**config.mk**
```make
export PLATFORM = sky130hd
export DESIGN_NAME = protobuf_log_message_parser_flat
export DESIGN_NICKNAME = d
export VERILOG_FILES = /design/src/hdl/pblog_pkg.sv /design/src/hdl/pblog_if.sv /design/src/hdl/protobuf_log_message_parser.sv /design/src/hdl/pblog_front.sv /design/src/hdl/pblog_queue.sv /design/src/hdl/pblog_back.sv /design/src/flat_wrapper.sv
export SDC_FILE = /design/constraint.sdc
export NUM_CORES = 2
export LEC_CHECK = 0
export ABC_AREA = 1
export BUFFER_PORTS_ARGS = -buffer_cell sky130_fd_sc_hd__buf_2
export CAP_MARGIN = 5
export CELL_PAD_IN_SITES_DETAIL_PLACEMENT = 1
export CELL_PAD_IN_SITES_GLOBAL_PLACEMENT = 1
export CORE_MARGIN = 2
export CORE_UTILIZATION = 35
export DETAILED_ROUTE_END_ITERATION = 12
export GPL_ROUTABILITY_DRIVEN = 0
export GPL_TIMING_DRIVEN = 0
export PLACE_DENSITY = 0.6
export SLEW_MARGIN = 30
export SYNTH_ARGS = -nofsm -noshare
export SYNTH_HDL_FRONTEND = slang
export SYNTH_SLANG_ARGS = --single-unit
```
**constraint.sdc**
```tcl
create_clock -name clk -period 30.4 [get_ports clk]
set_input_delay 3.04 -clock clk [delete_from_list [all_inputs] [get_ports clk]]
set_output_delay 3.04 -clock clk [all_outputs]
set_load 0.01 [all_outputs]
```
**src/hdl/pblog_pkg.sv**
```systemverilog
// ----------------------------------------------------------------------------
// pblog_pkg: shared types and codes of the log message parser
// Event record, per-byte event bundle, event kinds and error codes.
// ----------------------------------------------------------------------------
package pblog_pkg;

  localparam int MaxEv = 3;

  localparam logic [2:0] EV_INT   = 3'd0;
  localparam logic [2:0] EV_STR   = 3'd1;
  localparam logic [2:0] EV_DBL   = 3'd2;
  localparam logic [2:0] EV_BOOL  = 3'd3;
  localparam logic [2:0] EV_REND  = 3'd4;
  localparam logic [2:0] EV_OK    = 3'd5;
  localparam logic [2:0] EV_ERR   = 3'd6;
  localparam logic [2:0] EV_EMPTY = 3'd7;

  localparam logic [3:0] ERR_WIRE     = 4'd1;
  localparam logic [3:0] ERR_OVERLONG = 4'd2;
  localparam logic [3:0] ERR_OVERRUN  = 4'd3;
  localparam logic [3:0] ERR_TAG      = 4'd4;
  localparam logic [3:0] ERR_UUID     = 4'd5;
  localparam logic [3:0] ERR_NONAME   = 4'd6;
  localparam logic [3:0] ERR_MISSING  = 4'd7;
  localparam logic [3:0] ERR_SHORT    = 4'd8;
  localparam logic [3:0] ERR_TRUNC    = 4'd9;
  localparam logic [3:0] ERR_PACKDBL  = 4'd10;

  localparam logic [7:0] MIN_LEN_RST = 8'd20;

  typedef struct packed {
    logic [2:0]  event_kind;
    logic [3:0]  message_tag;
    logic [3:0]  record_tag;
    logic [63:0] value_word;
    logic [7:0]  string_byte;
    logic        string_last;
    logic [15:0] record_number;
    logic [3:0]  error_code;
  } event_t;

  typedef struct packed {
    event_t [MaxEv-1:0] ev;
    logic [1:0]         cnt;
  } bundle_t;

  typedef struct packed {
    logic full;
    logic empty;
  } q_stat_t;

  function automatic event_t mk_ev(logic [2:0] kind, logic [63:0] value, logic [7:0] sb,
                                   logic sl, logic [3:0] err, logic [10:0] ctw,
                                   logic [15:0] rcnt);
    event_t e;
    e.event_kind    = kind;
    e.message_tag   = ctw[3:0];
    e.record_tag    = ctw[7:4];
    e.value_word    = value;
    e.string_byte   = sb;
    e.string_last   = sl;
    e.record_number = (ctw[3:0] == 4'd10) ? rcnt : 16'd0;
    e.error_code    = err;
    return e;
  endfunction

endpackage

```
**src/hdl/pblog_if.sv**
```systemverilog
// ----------------------------------------------------------------------------
// pblog_if: word channels of the log message parser
// Byte input channel and event output channel, valid/ready.
// ----------------------------------------------------------------------------
interface pblog_byte_if;
  logic        valid;
  logic        ready;
  logic [7:0]  data_byte;
  logic        first_byte;
  logic [15:0] message_bytes;
  modport source (output valid, data_byte, first_byte, message_bytes, input ready);
  modport sink (input valid, data_byte, first_byte, message_bytes, output ready);
endinterface

interface pblog_event_if;
  logic        valid;
  logic        ready;
  logic [2:0]  event_kind;
  logic [3:0]  message_tag;
  logic [3:0]  record_tag;
  logic [63:0] value_word;
  logic [7:0]  string_byte;
  logic        string_last;
  logic [15:0] record_number;
  logic [3:0]  error_code;
  logic        last_of_run;
  modport source (output valid, event_kind, message_tag, record_tag, value_word, string_byte,
                  string_last, record_number, error_code, last_of_run, input ready);
  modport sink (input valid, event_kind, message_tag, record_tag, value_word, string_byte,
                string_last, record_number, error_code, last_of_run, output ready);
endinterface

```
**src/hdl/protobuf_log_message_parser.sv**
```systemverilog
// ----------------------------------------------------------------------------
// protobuf_log_message_parser: streaming log message decoder
// Each taken word's events go into the queue as one registered bundle.
// Takes one word per cycle while the queue is not full; a word giving k events
// sends them one at a time, and the two-bundle queue absorbs short bursts.
// Reset (rst_n low, synchronous): parser waits for a key, queue empty,
// min_message_length back to 20.
// ----------------------------------------------------------------------------
module protobuf_log_message_parser (
  input  logic          clk,
  input  logic          rst_n,
  pblog_byte_if.sink    in_byte,
  pblog_event_if.source out_event,
  input  logic          cfg_we,
  input  logic [7:0]    cfg_wdata
);

  // configuration: minimum message length
  logic [7:0] min_len_r;

  // front to queue to back
  logic               push;
  logic               pop;
  pblog_pkg::bundle_t push_data;
  pblog_pkg::bundle_t head;
  pblog_pkg::q_stat_t stat;

  always_ff @(posedge clk) begin
    if (!rst_n) begin
      min_len_r <= pblog_pkg::MIN_LEN_RST;
    end else if (cfg_we) begin
      min_len_r <= cfg_wdata;
    end
  end

  // byte parser: all per-word decoding, emits up to three events as a bundle
  pblog_front u_front (
    .clk     (clk),
    .rst_n   (rst_n),
    .in_byte (in_byte),
    .min_len (min_len_r),
    .q_full  (stat.full),
    .push    (push),
    .bundle  (push_data)
  );

  // bundle queue: lets the parser run on while events drain
  pblog_queue u_queue (
    .clk       (clk),
    .rst_n     (rst_n),
    .push      (push),
    .push_data (push_data),
    .pop       (pop),
    .head      (head),
    .stat      (stat)
  );

  // serialiser: one event per word on the output
  pblog_back u_back (
    .clk       (clk),
    .rst_n     (rst_n),
    .head      (head),
    .stat      (stat),
    .pop       (pop),
    .out_event (out_event)
  );

  a_q_sane: assert property (@(posedge clk) disable iff (!rst_n)
    !(stat.full && stat.empty))
    else $error("queue full and empty at once");

  a_cfg_rst: assert property (@(posedge clk) !rst_n |=> min_len_r == pblog_pkg::MIN_LEN_RST)
    else $error("min length not restored by reset");

  a_cfg_wr: assert property (@(posedge clk) disable iff (!rst_n)
    cfg_we |=> min_len_r == $past(cfg_wdata))
    else $error("config write lost");

  a_no_push_full: assert property (@(posedge clk) disable iff (!rst_n)
    stat.full |-> !push)
    else $error("push into full queue");

endmodule

```
**src/hdl/pblog_front.sv**
```systemverilog
// ----------------------------------------------------------------------------
// pblog_front: byte parser
// Takes one word a cycle while the queue is not full, updates parser state, hands its events on as a bundle.
// ----------------------------------------------------------------------------
module pblog_front (
  input  logic                clk,
  input  logic                rst_n,
  pblog_byte_if.sink          in_byte,
  input  logic [7:0]          min_len,
  input  logic                q_full,
  output logic                push,
  output pblog_pkg::bundle_t  bundle
);

  localparam logic [2:0] PH_KEY   = 3'd0;
  localparam logic [2:0] PH_VAR   = 3'd1;
  localparam logic [2:0] PH_LEN   = 3'd2;
  localparam logic [2:0] PH_STR   = 3'd3;
  localparam logic [2:0] PH_DBL   = 3'd4;
  localparam logic [2:0] PH_PACKV = 3'd5;
  localparam logic [2:0] PH_IDLE  = 3'd6;

  logic [2:0]  ph_r, ph_nxt;
  logic [63:0] acc_r, acc_nxt;
  logic [3:0]  vcnt_r, vcnt_nxt;
  logic [15:0] mrem_r, mrem_nxt;
  logic [15:0] rrem_r, rrem_nxt;
  logic [15:0] irem_r, irem_nxt;
  logic [10:0] ctw_r, ctw_nxt;
  logic [3:0]  seen_r, seen_nxt;
  logic [15:0] rcnt_r, rcnt_nxt;
  pblog_pkg::event_t [pblog_pkg::MaxEv-1:0] ev_nxt;
  logic [1:0]  n_nxt;
  logic        take;

  assign in_byte.ready = !q_full;
  assign take          = in_byte.valid && !q_full;
  assign push          = take && (n_nxt != 2'd0);
  assign bundle.ev     = ev_nxt;
  assign bundle.cnt    = n_nxt;

  always_comb begin
    logic        inrec;
    logic [7:0]  b;
    logic [4:0]  tag;
    logic [2:0]  wt;
    logic        ok;
    logic [63:0] vs_acc;
    logic [3:0]  vs_cnt;
    logic [1:0]  vr;
    logic [63:0] len;
    logic [15:0] avail;
    logic [3:0]  mt;
    logic [3:0]  rt;
    logic [2:0]  ekind;
    logic [63:0] eval;
    b = in_byte.data_byte;
    tag = b[7:3];
    wt = b[2:0];
    ok = 1'b0;
    len = 64'd0;
    avail = 16'd0;
    mt = 4'd0;
    rt = 4'd0;
    inrec = 1'b0;
    ph_nxt = ph_r;
    acc_nxt = acc_r;
    vcnt_nxt = vcnt_r;
    mrem_nxt = mrem_r;
    rrem_nxt = rrem_r;
    irem_nxt = irem_r;
    ctw_nxt = ctw_r;
    seen_nxt = seen_r;
    rcnt_nxt = rcnt_r;
    ev_nxt = '0;
    n_nxt = 2'd0;
    vs_acc = 64'd0;
    vs_cnt = 4'd0;
    vr = 2'd0;
    ekind = pblog_pkg::EV_INT;
    eval = 64'd0;

    if (in_byte.first_byte) begin
      ph_nxt = PH_KEY;
      acc_nxt = 64'd0;
      vcnt_nxt = 4'd0;
      mrem_nxt = in_byte.message_bytes;
      rrem_nxt = 16'd0;
      irem_nxt = 16'd0;
      ctw_nxt = 11'd0;
      seen_nxt = 4'd0;
      rcnt_nxt = 16'd0;
      if (in_byte.message_bytes < {8'd0, min_len}) begin
        ev_nxt[n_nxt] = pblog_pkg::mk_ev(pblog_pkg::EV_ERR, 64'd0, 8'd0, 1'b0,
                                         pblog_pkg::ERR_SHORT, ctw_nxt, rcnt_nxt);
        n_nxt = n_nxt + 2'd1;
        ph_nxt = PH_IDLE; seen_nxt[3] = 1'b1;
      end else if (in_byte.message_bytes == 16'd0) begin
        ev_nxt[n_nxt] = pblog_pkg::mk_ev(pblog_pkg::EV_ERR, 64'd0, 8'd0, 1'b0,
                                         pblog_pkg::ERR_MISSING, ctw_nxt, rcnt_nxt);
        n_nxt = n_nxt + 2'd1;
        ph_nxt = PH_IDLE; seen_nxt[3] = 1'b1;
      end
    end

    if (ph_nxt != PH_IDLE && mrem_nxt != 16'd0) begin
      inrec = rrem_nxt != 16'd0;
      mrem_nxt = mrem_nxt - 16'd1;
      if (inrec) rrem_nxt = rrem_nxt - 16'd1;
      if ((ph_nxt == PH_STR || ph_nxt == PH_DBL || ph_nxt == PH_PACKV) && irem_nxt != 16'd0)
        irem_nxt = irem_nxt - 16'd1;

      // one varint step, used by the varint, length and packed phases
      vs_acc = acc_nxt;
      if (vcnt_nxt < 4'd10)
        vs_acc = acc_nxt | (64'(b[6:0]) << (7'(vcnt_nxt) * 7'd7));
      vs_cnt = vcnt_nxt + 4'd1;
      if (!b[7])                vr = 2'd1;
      else if (vs_cnt >= 4'd10) vr = 2'd2;
      else                      vr = 2'd0;

      // plain integer or bool value
      if (inrec && ctw_nxt[7:4] == 4'd8) begin
        ekind = pblog_pkg::EV_BOOL; eval = 64'(vs_acc != 64'd0);
      end else begin
        ekind = pblog_pkg::EV_INT;  eval = vs_acc;
      end

      unique case (ph_nxt)
        PH_KEY: begin
          acc_nxt = 64'd0; vcnt_nxt = 4'd0;
          if (!inrec) begin
            ctw_nxt = {wt, 4'd0, tag[3:0]};
            ok = (tag == 5'd2 || tag == 5'd5 || tag == 5'd8) ? (wt == 3'd0) : (wt == 3'd2);
          end else begin
            ctw_nxt = {wt, tag[3:0], 4'd10};
            if (tag == 5'd2)                     ok = (wt == 3'd0);
            else if (tag == 5'd6 || tag == 5'd8) ok = (wt == 3'd0 || wt == 3'd2);
            else if (tag == 5'd7)                ok = (wt == 3'd1 || wt == 3'd2);
            else                                 ok = (wt == 3'd2);
          end
          if (tag < 5'd1 || tag > (inrec ? 5'd8 : 5'd10)) begin
            ev_nxt[n_nxt] = pblog_pkg::mk_ev(pblog_pkg::EV_ERR, 64'd0, 8'd0, 1'b0,
                                             pblog_pkg::ERR_TAG, ctw_nxt, rcnt_nxt);
            n_nxt = n_nxt + 2'd1;
            ph_nxt = PH_IDLE; seen_nxt[3] = 1'b1;
          end else if (!ok) begin
            ev_nxt[n_nxt] = pblog_pkg::mk_ev(pblog_pkg::EV_ERR, 64'd0, 8'd0, 1'b0,
                                             pblog_pkg::ERR_WIRE, ctw_nxt, rcnt_nxt);
            n_nxt = n_nxt + 2'd1;
            ph_nxt = PH_IDLE; seen_nxt[3] = 1'b1;
          end else if (wt == 3'd0) begin
            ph_nxt = PH_VAR;
          end else if (wt == 3'd2) begin
            ph_nxt = PH_LEN;
          end else if (rrem_nxt < 16'd8) begin
            ev_nxt[n_nxt] = pblog_pkg::mk_ev(pblog_pkg::EV_ERR, 64'd0, 8'd0, 1'b0,
                                             pblog_pkg::ERR_OVERRUN, ctw_nxt, rcnt_nxt);
            n_nxt = n_nxt + 2'd1;
            ph_nxt = PH_IDLE; seen_nxt[3] = 1'b1;
          end else begin
            irem_nxt = 16'd8; ph_nxt = PH_DBL;
          end
        end
        PH_VAR: begin
          acc_nxt = vs_acc; vcnt_nxt = vs_cnt;
          if (vr == 2'd2) begin
            ev_nxt[n_nxt] = pblog_pkg::mk_ev(pblog_pkg::EV_ERR, 64'd0, 8'd0, 1'b0,
                                             pblog_pkg::ERR_OVERLONG, ctw_nxt, rcnt_nxt);
            n_nxt = n_nxt + 2'd1;
            ph_nxt = PH_IDLE; seen_nxt[3] = 1'b1;
          end else if (vr == 2'd1) begin
            ev_nxt[n_nxt] = pblog_pkg::mk_ev(ekind, eval, 8'd0, 1'b0, 4'd0, ctw_nxt, rcnt_nxt);
            n_nxt = n_nxt + 2'd1;
            if (!inrec && ctw_nxt[3:0] == 4'd2) seen_nxt[1] = 1'b1;
            ph_nxt = PH_KEY;
          end
        end
        PH_LEN: begin
          acc_nxt = vs_acc; vcnt_nxt = vs_cnt;
          if (vr == 2'd2) begin
            ev_nxt[n_nxt] = pblog_pkg::mk_ev(pblog_pkg::EV_ERR, 64'd0, 8'd0, 1'b0,
                                             pblog_pkg::ERR_OVERLONG, ctw_nxt, rcnt_nxt);
            n_nxt = n_nxt + 2'd1;
            ph_nxt = PH_IDLE; seen_nxt[3] = 1'b1;
          end else if (vr == 2'd1) begin
            len = vs_acc;
            avail = inrec ? rrem_nxt : mrem_nxt;
            mt = ctw_nxt[3:0];
            rt = ctw_nxt[7:4];
            acc_nxt = 64'd0; vcnt_nxt = 4'd0;
            ph_nxt = PH_KEY;
            if (len > 64'(avail)) begin
              ev_nxt[n_nxt] = pblog_pkg::mk_ev(pblog_pkg::EV_ERR, 64'd0, 8'd0, 1'b0,
                                               pblog_pkg::ERR_OVERRUN, ctw_nxt, rcnt_nxt);
              n_nxt = n_nxt + 2'd1;
              ph_nxt = PH_IDLE; seen_nxt[3] = 1'b1;
            end else if (!inrec && mt == 4'd1 && len != 64'd16) begin
              ev_nxt[n_nxt] = pblog_pkg::mk_ev(pblog_pkg::EV_ERR, 64'd0, 8'd0, 1'b0,
                                               pblog_pkg::ERR_UUID, ctw_nxt, rcnt_nxt);
              n_nxt = n_nxt + 2'd1;
              ph_nxt = PH_IDLE; seen_nxt[3] = 1'b1;
            end else if (!inrec && mt == 4'd10) begin
              // opening a field record
              if (rcnt_nxt != 16'hffff) rcnt_nxt = rcnt_nxt + 16'd1;
              seen_nxt[2] = 1'b0;
              if (len == 64'd0) begin
                ev_nxt[n_nxt] = pblog_pkg::mk_ev(pblog_pkg::EV_ERR, 64'd0, 8'd0, 1'b0,
                                                 pblog_pkg::ERR_NONAME, ctw_nxt, rcnt_nxt);
                n_nxt = n_nxt + 2'd1;
                ph_nxt = PH_IDLE; seen_nxt[3] = 1'b1;
              end else begin
                rrem_nxt = len[15:0];
              end
            end else if (inrec && (rt == 4'd6 || rt == 4'd7 || rt == 4'd8)) begin
              // packed run
              if (rt == 4'd7 && len[2:0] != 3'd0) begin
                ev_nxt[n_nxt] = pblog_pkg::mk_ev(pblog_pkg::EV_ERR, 64'd0, 8'd0, 1'b0,
                                                 pblog_pkg::ERR_PACKDBL, ctw_nxt, rcnt_nxt);
                n_nxt = n_nxt + 2'd1;
                ph_nxt = PH_IDLE; seen_nxt[3] = 1'b1;
              end else if (len != 64'd0) begin
                irem_nxt = len[15:0];
                ph_nxt = (rt == 4'd7) ? PH_DBL : PH_PACKV;
              end
            end else begin
              if (!inrec && mt == 4'd1) seen_nxt[0] = 1'b1;
              if (inrec && rt == 4'd1) seen_nxt[2] = 1'b1;
              if (len == 64'd0) begin
                ev_nxt[n_nxt] = pblog_pkg::mk_ev(pblog_pkg::EV_EMPTY, 64'd0, 8'd0, 1'b0, 4'd0,
                                                 ctw_nxt, rcnt_nxt);
                n_nxt = n_nxt + 2'd1;
              end else begin
                irem_nxt = len[15:0]; ph_nxt = PH_STR;
              end
            end
          end
        end
        PH_STR: begin
          ev_nxt[n_nxt] = pblog_pkg::mk_ev(pblog_pkg::EV_STR, 64'd0, b, irem_nxt == 16'd0, 4'd0,
                                           ctw_nxt, rcnt_nxt);
          n_nxt = n_nxt + 2'd1;
          if (irem_nxt == 16'd0) ph_nxt = PH_KEY;
        end
        PH_DBL: begin
          acc_nxt = acc_nxt | (64'(b) << {vcnt_nxt[2:0], 3'b000});
          vcnt_nxt = vcnt_nxt + 4'd1;
          if (vcnt_nxt >= 4'd8) begin
            ev_nxt[n_nxt] = pblog_pkg::mk_ev(pblog_pkg::EV_DBL, acc_nxt, 8'd0, 1'b0, 4'd0,
                                             ctw_nxt, rcnt_nxt);
            n_nxt = n_nxt + 2'd1;
            acc_nxt = 64'd0; vcnt_nxt = 4'd0;
            if (irem_nxt == 16'd0) ph_nxt = PH_KEY;
          end
        end
        PH_PACKV: begin
          acc_nxt = vs_acc; vcnt_nxt = vs_cnt;
          if (vr == 2'd2) begin
            ev_nxt[n_nxt] = pblog_pkg::mk_ev(pblog_pkg::EV_ERR, 64'd0, 8'd0, 1'b0,
                                             pblog_pkg::ERR_OVERLONG, ctw_nxt, rcnt_nxt);
            n_nxt = n_nxt + 2'd1;
            ph_nxt = PH_IDLE; seen_nxt[3] = 1'b1;
          end else if (vr == 2'd1) begin
            ev_nxt[n_nxt] = pblog_pkg::mk_ev(ekind, eval, 8'd0, 1'b0, 4'd0, ctw_nxt, rcnt_nxt);
            n_nxt = n_nxt + 2'd1;
            acc_nxt = 64'd0; vcnt_nxt = 4'd0;
            if (irem_nxt == 16'd0) ph_nxt = PH_KEY;
          end else if (irem_nxt == 16'd0) begin
            ev_nxt[n_nxt] = pblog_pkg::mk_ev(pblog_pkg::EV_ERR, 64'd0, 8'd0, 1'b0,
                                             pblog_pkg::ERR_TRUNC, ctw_nxt, rcnt_nxt);
            n_nxt = n_nxt + 2'd1;
            ph_nxt = PH_IDLE; seen_nxt[3] = 1'b1;
          end
        end
        default: begin
        end
      endcase

      // end of record
      if (ph_nxt != PH_IDLE && inrec && rrem_nxt == 16'd0) begin
        if (ph_nxt != PH_KEY) begin
          ev_nxt[n_nxt] = pblog_pkg::mk_ev(pblog_pkg::EV_ERR, 64'd0, 8'd0, 1'b0,
                                           pblog_pkg::ERR_TRUNC, ctw_nxt, rcnt_nxt);
          n_nxt = n_nxt + 2'd1;
          ph_nxt = PH_IDLE; seen_nxt[3] = 1'b1;
        end else if (!seen_nxt[2]) begin
          ev_nxt[n_nxt] = pblog_pkg::mk_ev(pblog_pkg::EV_ERR, 64'd0, 8'd0, 1'b0,
                                           pblog_pkg::ERR_NONAME, ctw_nxt, rcnt_nxt);
          n_nxt = n_nxt + 2'd1;
          ph_nxt = PH_IDLE; seen_nxt[3] = 1'b1;
        end else begin
          ctw_nxt = 11'd10;
          ev_nxt[n_nxt] = pblog_pkg::mk_ev(pblog_pkg::EV_REND, 64'd0, 8'd0, 1'b0, 4'd0,
                                           ctw_nxt, rcnt_nxt);
          n_nxt = n_nxt + 2'd1;
        end
      end

      // end of message
      if (ph_nxt != PH_IDLE && mrem_nxt == 16'd0) begin
        if (ph_nxt != PH_KEY) begin
          ev_nxt[n_nxt] = pblog_pkg::mk_ev(pblog_pkg::EV_ERR, 64'd0, 8'd0, 1'b0,
                                           pblog_pkg::ERR_TRUNC, ctw_nxt, rcnt_nxt);
          n_nxt = n_nxt + 2'd1;
        end else begin
          ctw_nxt = 11'd0;
          if (seen_nxt[0] && seen_nxt[1]) begin
            ev_nxt[n_nxt] = pblog_pkg::mk_ev(pblog_pkg::EV_OK, 64'd0, 8'd0, 1'b0, 4'd0,
                                             ctw_nxt, rcnt_nxt);
          end else begin
            ev_nxt[n_nxt] = pblog_pkg::mk_ev(pblog_pkg::EV_ERR, 64'd0, 8'd0, 1'b0,
                                             pblog_pkg::ERR_MISSING, ctw_nxt, rcnt_nxt);
            seen_nxt[3] = 1'b1;
          end
          n_nxt = n_nxt + 2'd1;
        end
        if (ph_nxt != PH_KEY) seen_nxt[3] = 1'b1;
        ph_nxt = PH_IDLE;
      end
    end
  end

  always_ff @(posedge clk) begin
    if (!rst_n) begin
      ph_r   <= PH_KEY;
      acc_r  <= 64'd0;
      vcnt_r <= 4'd0;
      mrem_r <= 16'd0;
      rrem_r <= 16'd0;
      irem_r <= 16'd0;
      ctw_r  <= 11'd0;
      seen_r <= 4'd0;
      rcnt_r <= 16'd0;
    end else if (take) begin
      ph_r   <= ph_nxt;
      acc_r  <= acc_nxt;
      vcnt_r <= vcnt_nxt;
      mrem_r <= mrem_nxt;
      rrem_r <= rrem_nxt;
      irem_r <= irem_nxt;
      ctw_r  <= ctw_nxt;
      seen_r <= seen_nxt;
      rcnt_r <= rcnt_nxt;
    end
  end

endmodule

```
**src/hdl/pblog_queue.sv**
```systemverilog
// ----------------------------------------------------------------------------
// pblog_queue: two-entry bundle queue
// Decouples the byte parser from the event serialiser.
// ----------------------------------------------------------------------------
module pblog_queue (
  input  logic                clk,
  input  logic                rst_n,
  input  logic                push,
  input  pblog_pkg::bundle_t  push_data,
  input  logic                pop,
  output pblog_pkg::bundle_t  head,
  output pblog_pkg::q_stat_t  stat
);

  pblog_pkg::bundle_t ent_r [0:1];
  logic       wp_r, rp_r;
  logic [1:0] cnt_r, cnt_nxt;

  assign head       = ent_r[rp_r];
  assign stat.full  = cnt_r == 2'd2;
  assign stat.empty = cnt_r == 2'd0;

  always_comb begin
    cnt_nxt = cnt_r;
    if (push && !pop)      cnt_nxt = cnt_r + 2'd1;
    else if (pop && !push) cnt_nxt = cnt_r - 2'd1;
  end

  always_ff @(posedge clk) begin
    if (push) ent_r[wp_r] <= push_data;
  end

  always_ff @(posedge clk) begin
    if (!rst_n) begin
      wp_r  <= 1'b0;
      rp_r  <= 1'b0;
      cnt_r <= 2'd0;
    end else begin
      if (push) wp_r <= !wp_r;
      if (pop)  rp_r <= !rp_r;
      cnt_r <= cnt_nxt;
    end
  end

endmodule

```
**src/hdl/pblog_back.sv**
```systemverilog
// ----------------------------------------------------------------------------
// pblog_back: event serialiser
// Sends the events of the head bundle one word at a time.
// ----------------------------------------------------------------------------
module pblog_back (
  input  logic                clk,
  input  logic                rst_n,
  input  pblog_pkg::bundle_t  head,
  input  pblog_pkg::q_stat_t  stat,
  output logic                pop,
  pblog_event_if.source       out_event
);

  logic [1:0]        idx_r;
  logic              last;
  pblog_pkg::event_t e;

  assign e    = head.ev[idx_r];
  assign last = idx_r == (head.cnt - 2'd1);
  assign pop  = out_event.valid && out_event.ready && last;

  assign out_event.valid         = !stat.empty;
  assign out_event.event_kind    = e.event_kind;
  assign out_event.message_tag   = e.message_tag;
  assign out_event.record_tag    = e.record_tag;
  assign out_event.value_word    = e.value_word;
  assign out_event.string_byte   = e.string_byte;
  assign out_event.string_last   = e.string_last;
  assign out_event.record_number = e.record_number;
  assign out_event.error_code    = e.error_code;
  assign out_event.last_of_run   = last;

  always_ff @(posedge clk) begin
    if (!rst_n) begin
      idx_r <= 2'd0;
    end else if (out_event.valid && out_event.ready) begin
      idx_r <= last ? 2'd0 : idx_r + 2'd1;
    end
  end

endmodule

```
**src/flat_wrapper.sv**
```systemverilog
// flat-port wrapper written by rule: the top's interface ports become plain ports
module protobuf_log_message_parser_flat 
  (clk, rst_n, cfg_we, cfg_wdata, in_byte_valid, in_byte_data_byte, in_byte_first_byte, in_byte_message_bytes, in_byte_ready, out_event_valid, out_event_event_kind, out_event_message_tag, out_event_record_tag, out_event_value_word, out_event_string_byte, out_event_string_last, out_event_record_number, out_event_error_code, out_event_last_of_run, out_event_ready);
  pblog_byte_if in_byte_i ();
  pblog_event_if out_event_i ();
  input  logic clk;
  input  logic rst_n;
  input  logic cfg_we;
  input  logic [7:0] cfg_wdata;
  input wire logic [$bits(in_byte_i.valid)-1:0] in_byte_valid;
  input wire logic [$bits(in_byte_i.data_byte)-1:0] in_byte_data_byte;
  input wire logic [$bits(in_byte_i.first_byte)-1:0] in_byte_first_byte;
  input wire logic [$bits(in_byte_i.message_bytes)-1:0] in_byte_message_bytes;
  output wire logic [$bits(in_byte_i.ready)-1:0] in_byte_ready;
  output wire logic [$bits(out_event_i.valid)-1:0] out_event_valid;
  output wire logic [$bits(out_event_i.event_kind)-1:0] out_event_event_kind;
  output wire logic [$bits(out_event_i.message_tag)-1:0] out_event_message_tag;
  output wire logic [$bits(out_event_i.record_tag)-1:0] out_event_record_tag;
  output wire logic [$bits(out_event_i.value_word)-1:0] out_event_value_word;
  output wire logic [$bits(out_event_i.string_byte)-1:0] out_event_string_byte;
  output wire logic [$bits(out_event_i.string_last)-1:0] out_event_string_last;
  output wire logic [$bits(out_event_i.record_number)-1:0] out_event_record_number;
  output wire logic [$bits(out_event_i.error_code)-1:0] out_event_error_code;
  output wire logic [$bits(out_event_i.last_of_run)-1:0] out_event_last_of_run;
  input wire logic [$bits(out_event_i.ready)-1:0] out_event_ready;
  assign in_byte_i.valid = in_byte_valid;
  assign in_byte_i.data_byte = in_byte_data_byte;
  assign in_byte_i.first_byte = in_byte_first_byte;
  assign in_byte_i.message_bytes = in_byte_message_bytes;
  assign in_byte_ready = in_byte_i.ready;
  assign out_event_valid = out_event_i.valid;
  assign out_event_event_kind = out_event_i.event_kind;
  assign out_event_message_tag = out_event_i.message_tag;
  assign out_event_record_tag = out_event_i.record_tag;
  assign out_event_value_word = out_event_i.value_word;
  assign out_event_string_byte = out_event_i.string_byte;
  assign out_event_string_last = out_event_i.string_last;
  assign out_event_record_number = out_event_i.record_number;
  assign out_event_error_code = out_event_i.error_code;
  assign out_event_last_of_run = out_event_i.last_of_run;
  assign out_event_i.ready = out_event_ready;
  protobuf_log_message_parser u_core (.clk(clk), .rst_n(rst_n), .in_byte(in_byte_i), .out_event(out_event_i), .cfg_we(cfg_we), .cfg_wdata(cfg_wdata));
endmodule
```
## Word level (Yosys, flattened, before mapping)

Memories as Yosys holds them, arrays and structs flattened. A register that Yosys moved wholly into a read port is not among the register bits.
Index checks and enable logic that the tools add are counted.

- Mux-type cells: 280
- Bitwise gates (word level): 8
- Equality and inequality tests: 31
- $mul: 1
- $lt $le $gt $ge: 15
- Shifts and indexed selects: 2
- Add/subtract/negate cells: 12
- Reductions and logical operators: 58

Operator list:

| operator | number |
|---|---|
| $mux 312 | 29 |
| $bwmux 312 | 17 |
| $pmux 312 s6 | 1 |
| $mux 16 | 55 |
| $mux 104 | 7 |
| $demux 104 s2 | 3 |
| $mux 64 | 9 |
| $and 306x306->306 | 1 |
| $not 306->306 | 1 |
| $and 297x297->297 | 1 |
| $not 297->297 | 1 |
| $pmux 64 s4 | 1 |
| $bmux 104 s2 | 1 |
| $mux 11 | 12 |
| $or 64x64->64 | 2 |
| $mux 3 | 31 |
| $mux 2 | 42 |
| $gt 64x16->1 | 1 |
| $logic_not 16->1 | 4 |
| $logic_not 64->1 | 1 |
| $ne 64x5->1 const B | 1 |
| $reduce_bool 64->1 | 1 |
| $shl 7x7->64 | 1 |
| $shl 8x6->64 | 1 |
| 48 further kinds | 183 |

- Memories kept: 1
- Output and inout bits: 107
- Bits in writable memories: 628
- Bits in registers: 164

Memory list:

| name | words | width | rd ports | clocked after Yosys merged registers in | wr ports | line | source |
|---|---|---|---|---|---|---|---|
| u_core.u_queue.ent_r | 2 | 314 | 1 | 1 | 1 | pblog_queue.sv:15 | `pblog_pkg::bundle_t ent_r [0:1];` |

## Longest topological paths before layout

- Depth after elaboration: 38
- Depth in mapped cells: 53
- Mapped depth without buffers: 48

## Hierarchy

From an unflattened synthesis, not the netlist that was laid out.

- Cells, all modules: 5,258
- Area total of the unflattened synthesis: 47,154.0 sq um

By module, submodules not included:

| module | instances | seq. area each (sq um) | cells each | area an instance (sq um) |
|---|---|---|---|---|
| pblog_queue | 1 | 18,958.2 | 1,012 | 23,960.5 |
| pblog_front | 1 | 2,922.8 | 3,693 | 20,344.5 |
| pblog_back | 1 | 40.0 | 506 | 2,531.2 |
| protobuf_log_message_parser | 1 | 160.2 | 47 | 317.8 |

## Least setup slack after synthesis

Ideal clock, no wire load.

- Path kind: input to register
- Start point: in in_byte_first_byte
- End point: mem u_core.u_queue.ent_r[0][0] (netlist bit) (enable)
- Path slack: 11.009 ns
- Stages: 38
- Buffers on the path: 6
- Data arrival time: 18.546 ns
- Path through: buf_6 buf_2 buf_4 buf_2 buf_2 nand2_1 o21ai_0 nand2_1 nor3_1 nand4_1 nor3_1 nand2_1 inv_1 nand4_1 xor2_1 inv_1 o21ai_0 ha_1 [... 2 more ...] nand4_1 nand2_1 nand3_4 buf_2 o21ai_0 inv_1 a311o_1 o31ai_1 nor2_1 ha_1 o21ai_0 inv_1 ha_1 nand3_1 nand3_1 nand3_1 nand2_1 nor2_1

- Longest elaborated chain between the ends: 31

Ends and longest elaborated chain:

| element | line | source |
|---|---|---|
| start: declaration | flat_wrapper.sv:12 | `input wire logic [$bits(in_byte_i.first_byte)-1:0] in_byte_first_byte;` |
| parallel branches: the longest is 26 deep, another holds $gt 64x16->1 | n/a |  |
| $mux 2 (*) | pblog_front.sv:106 | `if (ph_nxt != PH_IDLE && mrem_nxt != 16'd0) begin` |
| $reduce_bool 2->1 (*) | pblog_front.sv:38 | `assign push = take && (n_nxt != 2'd0);` |
| $logic_and 1x1->1 (*) | pblog_front.sv:38 |  |
| $mux 1 (*) | pblog_queue.sv:30 | `if (push) ent_r[wp_r] <= push_data;` |
| $mux 1 (not written as such) (*) | pblog_queue.sv:30 |  |
| end: declaration | pblog_queue.sv:15 |  |

Every way passes the cells marked *. The select of a mux whose other input is x is not followed.

## Final worst setup path

- Start point: in in_byte_first_byte
- End point: mem u_core.u_queue.ent_r[1][160] (netlist bit) (enable)

The elaborated chain is that of the path after synthesis.

==> metrics.md <==
| Metric | Value |
|---|---|
| Yosys reg bits | `641` |
| Cts hold-fix bufs | `0` |
| FFs w/ async S/R, synth | `0%` |
| Fin util | `40.7%` |
| TritonCTS sink count | `641` |
| Max-cap viol count | `0` |
| Overall die area | `112,000 µm²` |
| Die Y | `334 µm` |
| Reg clk slew, reported paths | `0.05 ns` |
| CTS buffer count | `79` |
| Initial antenna violation count | `7` |
| Ratio of cells with drive above 1 in the final layout | `8.21%` |
| Power per cell area | `86.8 nW/µm²` |
| Layout area overhead | `15.7%` |
| H-tree level count | `3` |
| Arrival time worst endpoint | `13.25 ns` |
| Final period utilization | `42.6%` |
| Worst-path maximum fanout | `87` |
| Post-Syn Area | `38,200 µm²` |
| R2R Path End | `u_core.u_queue.ent_r[1][160]` |
| Setup Skew | `0.0509 ns` |
| DRT Pass-1 Iters | `5` |
| GR Util met1 | `45.1%` |
| PnR Total Power | `3.83 mW` |
| Final min period | `12.95 ns` |
| Placed Instances | `6,783` |
| Avg Inst Size Synth | `7.53 µm²` |
| Register-to-register setup slack | `20.83 ns` |
| Critical path origin | `in_byte_first_byte` |
| CP Class | `in2reg` |
| Sw Share | `44.1%` |
| Final wirelength | `180 mm` |
| Slew Limit Fails | `0` |
| Register area share after synthesis | `46.2%` |
| Worst Path Required | `30.70 ns` |
| TritonCTS clock tree | `done` |
| Fin worst setup slack | `17.45 ns` |
| Comb power frac | `44.9%` |
| End of the critical path | `u_core.u_queue.ent_r[1][160]` |
| Vias | `38,462` |
| Hold slack final | `0.461 ns` |
| Setup TNS | `0 ns` |
| DP Area | `41,700 µm²` |
| Largest net degree at the start of global routing | `88` |
| Synth top area cells | `edfxtp_1 (38%), nand2_1 (10%), dfxtp_1 (8.4%)` |
| VDD IR max | `0.0473 mV` |
| Vias in the first global route | `37,634` |
| R2R cell count | `35` |
| Initial drt markers | `3,364` |
| Hold crit path type | `reg2reg` |
| Post-route insts no fill | `6,930` |
| Cell Int Power | `2.14 mW` |
| Crit-path slowest cell | `nor2_1` |
| Worst Setup Start Kind | `input pin` |
| DRC | `0` |
| Switching power | `1.69 mW` |
| Final setup viols | `0` |
| Via density | `5.55` |
| Status | `complete, no violations` |
| Busiest grt layer | `met2` |
| Initial cell density of the core | `35.2%` |
| # rows | `121` |
| Worst skew pair latency | `0.69 ns` |
| RSZ-0062 raised after global routing | `no` |
| Ys flop type | `edfxtp_1` |
| Final Hold Viols | `0` |
| Dpl hpwl | `138 mm` |
| Worst Setup End Kind | `flop` |
| Design Area, Final | `44,200 µm²` |
| Core ar. | `109,000 µm²` |
| Final #Nets | `5,542` |
| Register area | `17,600 µm²` |
| R2R Path Start | `u_core.u_front.rrem_r[0]` |
| Leakage power | `18.1 nW` |
| IO Port Bufs | `140` |
| Die Span X | `334 µm` |
| Area occupied by multi-input gates | `18,000 µm²` |
| Post-synth top area cell | `edfxtp_1` |
| Antenna-violating nets left | `0` |
| Ys Warns | `0` |
| Seq pwr share | `31.1%` |
| Clock power share | `24.0%` |
| Syn Inst Count | `5,070` |
| WL per Instance | `26.0 µm` |
| CTS resizes | `0` |
| CP most frequent cell | `nand2_1` |
| Commonest non-fill, non-tap cells in the layout | `nand2_1 (1,067), nor2_1 (728), o21ai_0 (636), a21oi_1 (512), edfxtp_1 (480)` |
| Synth cell types | `71` |
| Met3 Resource Use GR | `5.63%` |
| CTS root buf | `clkbuf_16` |
| Grt ovf | `0` |
| Share of the synthesized area in the top cell type | `37.7%` |
| Max Root-Sink Buffers | `3` |
| Pre-CTS setup slack | `16.80 ns` |
| Layout fillers | `13,508` |
| Post-CTS Setup Repair Bufs | `0` |
| Post-synth EDFFs | `480` |
| Num ports | `145` |
| Met2 Usage GRT | `47.4%` |
| Relative slew slack | `26.7%` |
| Actual slew at the worst max-slew pin | `1.10 ns` |
| Slowest stage delay, CP | `0.53 ns` |
| GRT Resource Usage Total | `31.5%` |
| Achievable frequency | `77.2 MHz` |
| Commonest non-fill, non-tap cell in the layout | `nand2_1` |
| First-pass GRT wire length | `259 mm` |
-- synthesized netlist by cell type (all sizes together) (7+ instances only) --
cell type / instances
o221ai: 13
ha: 53
edfxtp: 480
clkinv: 7
dfxtp: 161
inv: 483
xor2: 35
a31oi: 15
a22oi: 11
nor2: 752
o22ai: 45
nand3: 168
buf: 80
o21ai: 665
o31ai: 12
nor4: 19
nand2: 1087
clkbuf: 216
o211ai: 31
a21oi: 515
or2: 14
nor3: 46
nand4: 79
a221oi: 22
-- state kept, by name (all words and copies together) (netlist names), named ones only --
register / cells
u_core.u_front.irem_r: 16
u_core.u_front.mrem_r: 16
u_core.u_front.seen_r: 3
u_core.u_front.rrem_r: 16
u_core.u_queue.ent_r: 480
u_core.u_front.rcnt_r: 16
u_core.u_front.ctw_r: 8
u_core.u_front.acc_r: 64
u_core.min_len_r: 8
u_core.u_front.vcnt_r: 4
u_core.u_queue.cnt_r: 2
u_core.u_queue.rp_r: 1
u_core.u_queue.wp_r: 1
u_core.u_back.idx_r: 2
u_core.u_front.ph_r: 3
-- critical path, delay by kind of cell --
| kind | cells | cell delay (ns) |
|---|---|---|
| XOR/XNOR | 1 | 0.47 |
| buffers and inverters | 10 | 3.20 |
| adder cells (fa/ha/maj) | 2 | 0.68 |
| AO/OA/AOI/OAI | 3 | 0.77 |
| AND/OR/NAND/NOR | 26 | 4.94 |
-- worst min path at each step --
stage                                   start                        end  slack [ns]  cells after the start
floorplan                 u_core.min_len_r[1]        u_core.min_len_r[1]        0.44                      2
global placement     u_core.u_front.mrem_r[8]   u_core.u_front.mrem_r[8]        0.45                      2
detailed placement  u_core.u_front.mrem_r[11]  u_core.u_front.mrem_r[11]        0.45                      2
CTS                 u_core.u_front.mrem_r[11]  u_core.u_front.mrem_r[11]        0.46                      2
global route         u_core.u_front.acc_r[35]   u_core.u_front.acc_r[35]        0.48                      2
finish              u_core.u_front.mrem_r[11]  u_core.u_front.mrem_r[11]        0.46                      2
-- layout make-up --
type	instances	share of cell area (%)
diodes	1	0.00566
flip-flops and latches	641	39.9
multi-input cells	3786	40.7
clock buffers	97	4.72
clock inverters	48	0.909
plain buffers	296	2.93
repair buffers	157	2.61
inverters	490	4.20
well taps	1414	4.00
-- power by group through the flow --
stage | Clock, mW | Sequential (mW) | Combinational, mW
global route | 0.969 | 1.21 | 1.88
floorplan | 0 | 1.25 | 0.998
finish | 0.921 | 1.19 | 1.72
detailed placement | 0 | 1.21 | 1.69
global placement | 0 | 1.30 | 1.61
CTS | 0.937 | 1.19 | 1.70
-- kinds of logic after synthesis --
logic type,Yosys count,synth area share (%)
AO/OA/AOI/OAI,1374,19.4
XOR/XNOR,40,0.917
AND/OR/NAND/NOR,2173,23.5
flip-flops,641,46.2
buffers and inverters,786,8.18
adder cells (fa/ha/maj),53,1.74
other,1,0.00982
multiplexers,2,0.0524
-- routing by layer --
metal | routed length, µm | vias up
met4 | 6860 | 12
li1 | - | 17830
met1 | 82800 | 18896
met2 | 76900 | 1403
met3 | 13500 | 321
met5 | 80 | -
Note: power is estimated with default switching activity, not from simulation.
